--- config.mk ---
export PLATFORM = sky130hd
export DESIGN_NAME = ir_uart_frame_bit_fifo_modulator
export DESIGN_NICKNAME = d
export VERILOG_FILES = /design/src/sv/iruf_pkg.sv /design/src/sv/iruf_front.sv /design/src/sv/iruf_back.sv /design/src/sv/iruf_rsp_fifo.sv /design/src/sv/ir_uart_frame_bit_fifo_modulator.sv
export SDC_FILE = /design/constraint.sdc
export NUM_CORES = 2
export LEC_CHECK = 0
export BUFFER_PORTS_ARGS = -buffer_cell sky130_fd_sc_hd__clkbuf_2
export CAP_MARGIN = 0
export CORE_MARGIN = 3
export CORE_UTILIZATION = 27
export DETAILED_ROUTE_END_ITERATION = 12
export PLACE_DENSITY = 0.4
export SLEW_MARGIN = 20
export SYNTH_ARGS = -nofsm -noshare
export SYNTH_HDL_FRONTEND = slang
export SYNTH_SLANG_ARGS = --single-unit
--- constraint.sdc ---
create_clock -name clock -period 5.9 [get_ports clock]
set_input_delay 1.18 -clock clock [delete_from_list [all_inputs] [get_ports clock]]
set_output_delay 1.18 -clock clock [all_outputs]
set_load 0.005 [all_outputs]
--- src/sv/iruf_pkg.sv ---
// ----------------------------------------------------------------------------
// iruf_pkg
// Shared types and constants for the IR UART frame modulator.
// ----------------------------------------------------------------------------
package iruf_pkg;

   // line frame: start bit, eight data bits, two stop bits
   localparam int unsigned FRAME_BITS  = 11;
   localparam int unsigned BYTE_BITS   = 8;
   localparam int unsigned FILL_OUT_W  = 11;
   localparam int unsigned OFFSET_W    = 4;
   localparam logic [OFFSET_W-1:0] OFFSET_START = 4'd0;
   localparam logic [OFFSET_W-1:0] OFFSET_LAST_DATA = 4'd8;
   localparam logic [OFFSET_W-1:0] OFFSET_LAST = 4'd10;

   // duty after reset: two thirds of full scale
   localparam logic [7:0] DUTY_RESET = 8'd170;

   // result queue
   localparam int unsigned RSP_DEPTH = 4;
   localparam int unsigned RSP_PTR_W = 2;
   localparam int unsigned RSP_CNT_W = 3;

   typedef enum logic {
      KIND_BYTE = 1'b0,
      KIND_TICK = 1'b1
   } kind_type;

   // classified item from front to back
   typedef struct packed {
      kind_type                kind;
      logic                    empty;
      logic                    dropped;
      logic [BYTE_BITS-1:0]    byte_value;
      logic [OFFSET_W-1:0]     offset;
      logic [FILL_OUT_W-1:0]   fill;
   } front_item_type;

   // one result item
   typedef struct packed {
      logic [7:0]              drive_duty;
      logic                    byte_dropped;
      logic [FILL_OUT_W-1:0]   fill_level;
   } rsp_item_type;

endpackage

--- src/sv/iruf_front.sv ---
// ----------------------------------------------------------------------------
// iruf_front
// Accepts items, tracks bit fill, frame pointers and head bit offset.
// ----------------------------------------------------------------------------
module iruf_front
   import iruf_pkg::*;
#(
   parameter int unsigned FIFO_DEPTH  = 2048,
   parameter int unsigned FRAME_DEPTH = 256,
   parameter int unsigned FRAME_PTR_W = 8,
   parameter int unsigned FILL_W      = 11
) (
   input  logic                   clock,
   input  logic                   reset,
   input  logic                   accept,
   input  logic                   kind,
   input  logic [7:0]             byte_value,
   output logic                   item_valid,
   output front_item_type         item,
   output logic [FRAME_PTR_W-1:0] item_frame
);

   logic [FILL_W-1:0]      fill_ff, fill_in;
   logic [FRAME_PTR_W-1:0] wr_frame_ff, wr_frame_in;
   logic [FRAME_PTR_W-1:0] rd_frame_ff, rd_frame_in;
   logic [OFFSET_W-1:0]    offset_ff, offset_in;
   logic                   valid_ff;
   front_item_type         item_ff, item_in;
   logic [FRAME_PTR_W-1:0] frame_ff, frame_in;
   logic [31:0]            fill_wide;

   // classify and update counters
   always_comb begin
      fill_in     = fill_ff;
      wr_frame_in = wr_frame_ff;
      rd_frame_in = rd_frame_ff;
      offset_in   = offset_ff;
      frame_in    = wr_frame_ff;
      item_in.kind       = kind_type'(kind);
      item_in.empty      = 1'b0;
      item_in.dropped    = 1'b0;
      item_in.byte_value = byte_value;
      item_in.offset     = offset_ff;
      if (accept) begin
         if (kind_type'(kind) == KIND_BYTE) begin
            // needs FRAME_BITS free slots with one slot kept empty
            item_in.dropped = (32'(fill_ff) + FRAME_BITS) >= FIFO_DEPTH;
            if (!item_in.dropped) begin
               fill_in = fill_ff + FILL_W'(FRAME_BITS);
               wr_frame_in = (wr_frame_ff == FRAME_PTR_W'(FRAME_DEPTH - 1)) ?
                             '0 : wr_frame_ff + 1'b1;
            end
         end else begin
            frame_in = rd_frame_ff;
            item_in.empty = (fill_ff == '0);
            if (!item_in.empty) begin
               fill_in = fill_ff - 1'b1;
               if (offset_ff == OFFSET_LAST) begin
                  offset_in = OFFSET_START;
                  rd_frame_in = (rd_frame_ff == FRAME_PTR_W'(FRAME_DEPTH - 1)) ?
                                '0 : rd_frame_ff + 1'b1;
               end else begin
                  offset_in = offset_ff + 1'b1;
               end
            end
         end
      end
      fill_wide    = 32'(fill_in);
      item_in.fill = fill_wide[FILL_OUT_W-1:0];
   end

   always_ff @(posedge clock) begin
      if (reset) begin
         fill_ff     <= '0;
         wr_frame_ff <= '0;
         rd_frame_ff <= '0;
         offset_ff   <= OFFSET_START;
         valid_ff    <= 1'b0;
      end else begin
         fill_ff     <= fill_in;
         wr_frame_ff <= wr_frame_in;
         rd_frame_ff <= rd_frame_in;
         offset_ff   <= offset_in;
         valid_ff    <= accept;
      end
   end

   // item register toward the back end
   always_ff @(posedge clock) begin
      item_ff  <= item_in;
      frame_ff <= frame_in;
   end

   assign item_valid = valid_ff;
   assign item       = item_ff;
   assign item_frame = frame_ff;

endmodule

--- src/sv/iruf_back.sv ---
// ----------------------------------------------------------------------------
// iruf_back
// Frame byte store, bit selection and carrier duty generation.
// ----------------------------------------------------------------------------
module iruf_back
   import iruf_pkg::*;
#(
   parameter int unsigned FRAME_DEPTH = 256,
   parameter int unsigned FRAME_PTR_W = 8
) (
   input  logic                   clock,
   input  logic                   reset,
   input  logic                   csr_write_enable,
   input  logic [7:0]             csr_write_data,
   input  logic                   item_valid,
   input  front_item_type         item,
   input  logic [FRAME_PTR_W-1:0] item_frame,
   output logic                   busy,
   output logic                   rsp_valid,
   output rsp_item_type           rsp_item
);

   logic [7:0]     frame_mem [FRAME_DEPTH];
   logic [7:0]     rd_data_ff;
   logic           s2_valid_ff;
   front_item_type s2_item_ff;
   logic [7:0]     carrier_duty_ff;
   logic [7:0]     duty_hold_ff, duty_hold_in;
   logic           carrier_on;
   logic [OFFSET_W-1:0] data_index;

   // byte store: write on kept bytes, registered read for ticks
   always_ff @(posedge clock) begin
      if (item_valid && item.kind == KIND_BYTE && !item.dropped) begin
         frame_mem[item_frame] <= item.byte_value;
      end
      rd_data_ff <= frame_mem[item_frame];
      s2_item_ff <= item;
   end

   always_ff @(posedge clock) begin
      if (reset) begin
         s2_valid_ff     <= 1'b0;
         carrier_duty_ff <= DUTY_RESET;
         duty_hold_ff    <= '0;
      end else begin
         s2_valid_ff  <= item_valid;
         duty_hold_ff <= duty_hold_in;
         if (csr_write_enable) begin
            carrier_duty_ff <= csr_write_data;
         end
      end
   end

   // stored level: start bit on, data bits inverted, stop bits off
   always_comb begin
      data_index = s2_item_ff.offset - 1'b1;
      if (s2_item_ff.offset == OFFSET_START) begin
         carrier_on = 1'b1;
      end else if (s2_item_ff.offset <= OFFSET_LAST_DATA) begin
         carrier_on = ~rd_data_ff[data_index[2:0]];
      end else begin
         carrier_on = 1'b0;
      end
   end

   // duty update on ticks, held otherwise
   always_comb begin
      duty_hold_in = duty_hold_ff;
      if (s2_valid_ff && s2_item_ff.kind == KIND_TICK) begin
         if (s2_item_ff.empty || !carrier_on) begin
            duty_hold_in = '0;
         end else begin
            duty_hold_in = carrier_duty_ff;
         end
      end
   end

   assign busy                  = s2_valid_ff;
   assign rsp_valid             = s2_valid_ff;
   assign rsp_item.drive_duty   = duty_hold_in;
   assign rsp_item.byte_dropped = s2_item_ff.dropped;
   assign rsp_item.fill_level   = s2_item_ff.fill;

endmodule

--- src/sv/iruf_rsp_fifo.sv ---
// ----------------------------------------------------------------------------
// iruf_rsp_fifo
// Small result queue that decouples the pipeline from the consumer.
// ----------------------------------------------------------------------------
module iruf_rsp_fifo
   import iruf_pkg::*;
(
   input  logic                 clock,
   input  logic                 reset,
   input  logic                 push,
   input  rsp_item_type         push_item,
   input  logic                 pop,
   output logic                 empty,
   output rsp_item_type         head_item,
   output logic [RSP_CNT_W-1:0] count
);

   rsp_item_type         slot_ff [RSP_DEPTH];
   logic [RSP_PTR_W-1:0] wr_ptr_ff, rd_ptr_ff;
   logic [RSP_CNT_W-1:0] count_ff, count_in;
   logic                 do_pop;

   assign do_pop = pop && (count_ff != '0);

   always_comb begin
      count_in = count_ff;
      if (push && !do_pop) begin
         count_in = count_ff + 1'b1;
      end else if (!push && do_pop) begin
         count_in = count_ff - 1'b1;
      end
   end

   always_ff @(posedge clock) begin
      if (reset) begin
         wr_ptr_ff <= '0;
         rd_ptr_ff <= '0;
         count_ff  <= '0;
      end else begin
         count_ff <= count_in;
         if (push) begin
            wr_ptr_ff <= wr_ptr_ff + 1'b1;
         end
         if (do_pop) begin
            rd_ptr_ff <= rd_ptr_ff + 1'b1;
         end
      end
   end

   // slot storage
   always_ff @(posedge clock) begin
      if (push) begin
         slot_ff[wr_ptr_ff] <= push_item;
      end
   end

   assign empty     = (count_ff == '0);
   assign head_item = slot_ff[rd_ptr_ff];
   assign count     = count_ff;

endmodule

--- src/sv/ir_uart_frame_bit_fifo_modulator.sv ---
// Path: an item passes the front item register, then the back stage register, then
// enters the result queue. Throughput: one item per cycle while full is low, set by the
// fill and pointer update in the front end; the 4-entry result queue absorbs consumer stalls.
// Reset: synchronous, active high; counters, pointers and duty clear at once,
// carrier duty returns to 170; the frame byte store needs no clearing pass.
// ----------------------------------------------------------------------------
// ir_uart_frame_bit_fifo_modulator
// Frames bytes as UART 8N2 and gates an IR carrier duty one bit per tick.
// ----------------------------------------------------------------------------
module ir_uart_frame_bit_fifo_modulator
   import iruf_pkg::*;
#(
   parameter int unsigned FIFO_DEPTH = 2048
) (
   input  logic                  clock,
   input  logic                  reset,
   input  logic                  push,
   output logic                  full,
   input  logic                  req_kind,
   input  logic [7:0]            req_byte_value,
   output logic                  empty,
   input  logic                  pop,
   output logic [7:0]            rsp_drive_duty,
   output logic                  rsp_byte_dropped,
   output logic [FILL_OUT_W-1:0] rsp_fill_level,
   input  logic                  csr_write_enable,
   input  logic [7:0]            csr_write_data
);

   // one byte slot per frame covers the most frames the bit queue can hold
   localparam int unsigned FRAME_DEPTH = (FIFO_DEPTH + 7) / 8;
   localparam int unsigned FRAME_PTR_W = (FRAME_DEPTH > 1) ? $clog2(FRAME_DEPTH) : 1;
   localparam int unsigned FILL_W      = $clog2(FIFO_DEPTH);

   logic                   accept;
   logic                   s1_valid;
   front_item_type         s1_item;
   logic [FRAME_PTR_W-1:0] s1_frame;
   logic                   s2_busy;
   logic                   rsp_valid;
   rsp_item_type           rsp_item;
   rsp_item_type           head_item;
   logic [RSP_CNT_W-1:0]   rsp_count;
   logic [RSP_CNT_W:0]     credit_used;

   // items in flight plus queued results must fit the result queue
   assign credit_used = {1'b0, rsp_count} + (RSP_CNT_W + 1)'(s1_valid)
                        + (RSP_CNT_W + 1)'(s2_busy);
   assign full   = credit_used >= (RSP_CNT_W + 1)'(RSP_DEPTH);
   assign accept = push && !full;

   iruf_front #(
      .FIFO_DEPTH  (FIFO_DEPTH),
      .FRAME_DEPTH (FRAME_DEPTH),
      .FRAME_PTR_W (FRAME_PTR_W),
      .FILL_W      (FILL_W)
   ) u_front (
      .clock      (clock),
      .reset      (reset),
      .accept     (accept),
      .kind       (req_kind),
      .byte_value (req_byte_value),
      .item_valid (s1_valid),
      .item       (s1_item),
      .item_frame (s1_frame)
   );

   iruf_back #(
      .FRAME_DEPTH (FRAME_DEPTH),
      .FRAME_PTR_W (FRAME_PTR_W)
   ) u_back (
      .clock            (clock),
      .reset            (reset),
      .csr_write_enable (csr_write_enable),
      .csr_write_data   (csr_write_data),
      .item_valid       (s1_valid),
      .item             (s1_item),
      .item_frame       (s1_frame),
      .busy             (s2_busy),
      .rsp_valid        (rsp_valid),
      .rsp_item         (rsp_item)
   );

   iruf_rsp_fifo u_rsp_fifo (
      .clock     (clock),
      .reset     (reset),
      .push      (rsp_valid),
      .push_item (rsp_item),
      .pop       (pop),
      .empty     (empty),
      .head_item (head_item),
      .count     (rsp_count)
   );

   assign rsp_drive_duty   = head_item.drive_duty;
   assign rsp_byte_dropped = head_item.byte_dropped;
   assign rsp_fill_level   = head_item.fill_level;

endmodule
After elaboration in Yosys (flattened, before gate mapping). Memories as Yosys holds them, arrays and structs flattened. A register that Yosys moved wholly into a read port is not among the register bits. Index checks and enable logic that the tools add are counted.

Multiplexer cells: 23. Bitwise operators: 6. Magnitude comparators: 4. Equality and inequality tests: 3. Reductions and logical operators: 23. $add $sub $neg: 13.

Operators with widths (number): 2-to-1 mux 8 bit (6); 2-to-1 mux 11 bit (4); greater-or-equal comparator 32 x 12 -> 1 bit (second input constant) (1); adder 8 x 1 -> 8 bit (second input constant) (2); == test 8 bit (second input constant) (2); adder 11 x 4 -> 12 bit (second input constant) (1); adder 11 x 4 -> 11 bit (second input constant) (1); zero test 11 bit (1); subtractor 11 x 1 -> 11 bit (second input constant) (1); logical AND 1 bit (7); 2-to-1 mux 1 bit (7); 2-to-1 mux 3 bit (2); NOT 1 bit (6); AND reduction 3 bit (2); subtractor 3 x 1 -> 3 bit (second input constant) (2); zero test 1 bit (5); adder 2 x 1 -> 2 bit (second input constant) (2); adder 3 x 1 -> 4 bit (1); adder 4 x 1 -> 4 bit (1); adder 4 x 1 -> 4 bit (second input constant) (1); == test 4 bit (second input constant) (1); greater-or-equal comparator 4 x 3 -> 1 bit (second input constant) (1); less-or-equal comparator 4 bit (second input constant) (1); zero test 4 bit (1); 12 further kinds (13).

Input bits: 22. Register bits after elaboration: 108. Logic and storage cells: 97. Memories: 2. Bits in writable memories: 2128.

Memory list: u_back.frame_mem (words 256, bits a word 8, rd ports 1, clocked after memory_dff 1, wr ports 1, line iruf_back.sv:23) `logic [7:0] frame_mem [FRAME_DEPTH];`; u_rsp_fifo.slot_ff (words 4, bits a word 20, rd ports 1, clocked after memory_dff 1, wr ports 1, line iruf_rsp_fifo.sv:18) `rsp_item_type slot_ff [RSP_DEPTH];`.

Logic depth before layout (Yosys ltp).
Word-level depth: 10. Gate-level depth with buffers: 11. Gate-level depth less buffers: 8.

By module. From an unflattened synthesis, not the netlist that was laid out.

Cell total of the unflattened synthesis: 4104. Area total of the unflattened synthesis: 85662.2 um2.

Modules (own cells, without submodules): iruf_back (area each 79525.0 um2, sequential area each 62359.8 um2, times used 1, cells an instance 3645); iruf_rsp_fifo (area each 3337.0 um2, sequential area each 2582.5 um2, times used 1, cells an instance 147); iruf_front (area each 2763.9 um2, sequential area each 1321.3 um2, times used 1, cells an instance 307); ir_uart_frame_bit_fifo_modulator (area each 36.3 um2, sequential area each 0.0 um2, times used 1, cells an instance 5).

Worst setup path before layout. OpenSTA, ideal clock, no wires.

Kind: reg-to-reg. From: reg u_front.item_ff, in the netlist u_front.item[15]. To: mem u_back.frame_mem[0][0], data pin. Library setup time: 0.852 ns. Data required time: 5.048 ns. Setup slack: 1.666 ns. Arrival time: 3.382 ns. Stages on the path, launching flop included: 1. Path through: dfxtp_1.

RTL lines: start, declared (line iruf_front.sv:28) `front_item_type item_ff, item_in;`; start signal, assigned (line iruf_front.sv:90) `item_ff <= item_in;`; end, declared (line iruf_back.sv:23).

No word-level cell before the write port.

==> out/metrics.cfg <==
[timing]
fin_crit_sh_pct = 71.9
timing.final.hold_violations = 0
setup-tns-final_ns = 0
fmax_mhz = 236
maxSlewHeadroom_pct = 21.2
finClkSkew_ns = 0.0610
fin_crit_ns = 4.24
setup_ws_ns = 1.66
slew_viol_final = 0
setup_violations = 0
tightest_slew_ns = 1.18
rsz0062_at_grt = no

[logic_synthesis]
synthArstFlopShare_pct = 0
avgSynthCellArea_um2 = 21.0
syn_inst = 4103
seq_area_frac_synth_pct = 76.9
synth_simple_gate_area_share_pct = 3.15
synthXorXnorAreaFrac_pct = 0.224
synthesis.nets = 4137
synth_top_family_by_area = multiplexers
synth_seq_cells = 2246
synthAdderAreaFrac_pct = 0.183
yosys_most_used_dff = edfxtp_1
synth_edf_count = 2128
yosys-mux-area-fraction_pct = 15.2
synth_compound_area_share_pct = 2.82
ys_types = 77
yosys_warnings = 0
syn-cell-area_um2 = 86200

[routing]
dr_wl_met2_mm = 122
vias = 42637
drt-pass1-iter-count = 5
top_layer = met4
avgViaCountPerCell = 4.84
drc_errors = 0
dr_wl_met3_mm = 14.8
drt-met1-wl_mm = 118
ant_nets = 0
wirelength_mm = 262
drtIter0Drc = 4063
wl_per_cell_um = 29.8

[cts]
path_clk_slew_ns = 0.06
post_cts_buffers = 0
tritoncts = built
ctsHoldBuffers = 0
cts_root_buf = clkbuf_16
cts_buffer_depth = 4
clk_latency_ns = 0.89
htree_levels = 5
cts.sinks = 2246
cts_buffers = 263
cts-resized-gates = 0

[setup_path]
crit_end = u_back.rd_data_ff[7]$_DFF_P_
reg2reg_slack_ns = 1.66
crit_path_cell_trace = buf_4 > mux4_2 > a22o_1 > a221oi_1 > o22ai_1 > o311ai_1 > o2111ai_1
rr_endpoint = u_back.rd_data_ff[7]$_DFF_P_
endpoint_kind = flop
cp_num_cells = 7
crit_slowest_cell = dfxtp_4
worstPathArrival_ns = 4.96
cp.required_ns = 6.62
crit_buf_inv = 1
cp_slowest_stage_delay_ns = 0.87
cp-startpoint = u_front.item_frame[1]$_DFF_P_
cp-start-kind = flop
crit_fanout = 50
timing.rr.start = u_front.item_frame[1]$_DFF_P_
cp_top_family = compound AO/OA/AOI/OAI gates
crit_type = reg -> reg
worstRegToRegCells = 7

[pwr]
p_sw_mw = 8.16
internal_power_mw = 27.7
p_sw_share_pct = 22.7
power_density_nw_per_um2 = 355
p_seq_share_pct = 49.6
p_leak_nw = 30.5
combPwrFrac_pct = 6.4
ir_drop_uv = 172
p_clk_share_pct = 44.0

[global_route]
track_usage_pct = 15.9
grt_max_degree = 182
grt_pass1_vias = 44254
overflow = 0
antenna_found_initial = 24
grt_first_pass_wirelength_mm = 368

[floorplan]
pin_count = 44
std_cell_rows = 206
die_area_um2 = 326000
dieWidth_um = 571
die_y_um = 571
core_area_um2 = 316000
initial_utilization_pct = 27.3

[placement]
dp_hpwl_mm = 161
dp_slack_ns = 1.54
place.gp.congestion = 0.803
io_buffers = 43
placedCellCount = 8339

[finish]
final_cells = 8808
layout_common_cells = edfxtp_1 (2128), mux4_2 (545), nor2_1 (326)
drive_above_1_share_pct = 28.2
area_delta_synth_final_pct = 17.4
final_common_cell = edfxtp_1
fin_nets = 4479

[run_status]
outcome = complete, no violations

[min_path]
hold_class = reg -> reg

[job]
cap_violations = 0

[power by group through the flow]
stage                     clock network (mW)  logic, mW  registers, mW
after floorplan                            0       1.53           18.2
after global placement                     0       2.34           18.2
after detailed placement                   0       2.36           18.1
after CTS                               16.3       2.36           17.8
after global routing                    16.9       2.48           17.8
final                                   15.8       2.29           17.8
[synthesized netlist by cell type (all sizes together) (3+ instances only)]
library cell | number | share of area, %
or3b | 6 | 0.061
buf | 131 | 0.96
a21oi | 76 | 0.44
a211o | 5 | 0.051
o211ai | 3 | 0.026
nand2 | 74 | 0.33
clkbuf | 106 | 0.46
nand3b | 8 | 0.070
mux4 | 545 | 14
o21ai | 26 | 0.15
a31oi | 3 | 0.022
or3 | 9 | 0.065
or2 | 7 | 0.051
a211oi | 11 | 0.096
nor3b | 3 | 0.026
a22oi | 107 | 0.93
a22o | 17 | 0.17
o22ai | 51 | 0.37
xnor2 | 10 | 0.10
nand3 | 26 | 0.15
mux2 | 28 | 0.37
nor4 | 19 | 0.16
a221oi | 11 | 0.11
xor2 | 12 | 0.12
edfxtp | 2128 | 74
and2 | 13 | 0.094
dfxtp | 118 | 2.7
nand2b | 12 | 0.087
inv | 15 | 0.065
nand4 | 11 | 0.080
a2111oi | 4 | 0.055
mux2i | 55 | 0.64
a311oi | 4 | 0.041
or4 | 4 | 0.035
and3 | 11 | 0.080
o221ai | 4 | 0.041
nor2 | 329 | 1.4
ha | 11 | 0.16
nor3 | 15 | 0.093
nor2b | 39 | 0.28
[kinds of logic after synthesis]
| logic type | count (synthesis) |
|---|---|
| buf+inv | 252 |
| xor+xnor | 22 |
| mux | 628 |
| compound gates | 351 |
| simple gates | 592 |
| flops | 2246 |
| fa+ha+maj | 12 |
[routing by layer]
metal | up-vias | track usage [%]
met5 | - | 0
met4 | 0 | 4.52
met3 | 374 | 2.37
met2 | 1234 | 25.1
met1 | 23240 | 22.8
li1 | 17789 | -
[through the flow]
stage | hold slack (ns) | instance area, µm² | utilization [%] | power [mW]
3_5_place_dp | 0.312 | 92900 | 29.4 | 20.5
2_1_floorplan | 0.310 | 86200 | - | 19.7
4_1_cts | 0.314 | 101000 | 32.0 | 36.5
3_3_place_gp | 0.314 | 92800 | 29.4 | 20.5
5_1_grt | 0.318 | 101000 | 32.0 | 37.2
6_report | 0.310 | 101000 | 32.0 | 35.9
[how the worst min path moves through the flow]
stage                                        start                       endpoint  slack (ns)  cells past startpoint
after floorplan            u_front.item[0]$_DFF_P_     u_back.rsp_item[0]$_DFF_P_        0.31                      0
after global placement    u_front.item[13]$_DFF_P_  u_back.s2_item_ff[13]$_DFF_P_        0.31                      0
after detailed placement   u_front.item[1]$_DFF_P_     u_back.rsp_item[1]$_DFF_P_        0.31                      0
after CTS                  u_front.item[2]$_DFF_P_     u_back.rsp_item[2]$_DFF_P_        0.31                      0
after global routing       u_front.item[2]$_DFF_P_     u_back.rsp_item[2]$_DFF_P_        0.32                      0
final                      u_front.item[2]$_DFF_P_     u_back.rsp_item[2]$_DFF_P_        0.31                      0
[sequential cells by signal, indices dropped and copies added (netlist names), 3 cells and up, named ones only]
signal,count
u_front.offset_ff,4
u_back.rd_data_ff,8
u_back.rsp_item,12
u_front.wr_frame_ff,8
u_front.item,26
u_rsp_fifo.count,3
u_back.s2_item_ff,6
u_back.carrier_duty_ff,8
u_back.duty_hold_ff,8
u_front.fill_ff,11
u_rsp_fifo.slot_ff,80
u_front.item_frame,8
u_front.rd_frame_ff,8
u_back.frame_mem,2048
[cell type report]
type	count	area, µm²
Fill cell	30081	215000
Sequential cell	2246	66300
Multi-Input combinational cell	1605	18700
Clock buffer	322	7000
Tap cell	4160	5200
Timing Repair Buffer	314	2570
Clock inverter	137	1280
Inverter	15	56.3
Antenna cell	9	22.5
[worst register-to-register path: cells and delay by family (launching register included)]
family / cells / cell delay [ns]
buffers and inverters: 1 / 0.84
AOI/OAI and AO/OA: 5 / 1.94
muxes: 1 / 0.47
DFF: 1 / 0.87
(Power assumes the default switching activity.)
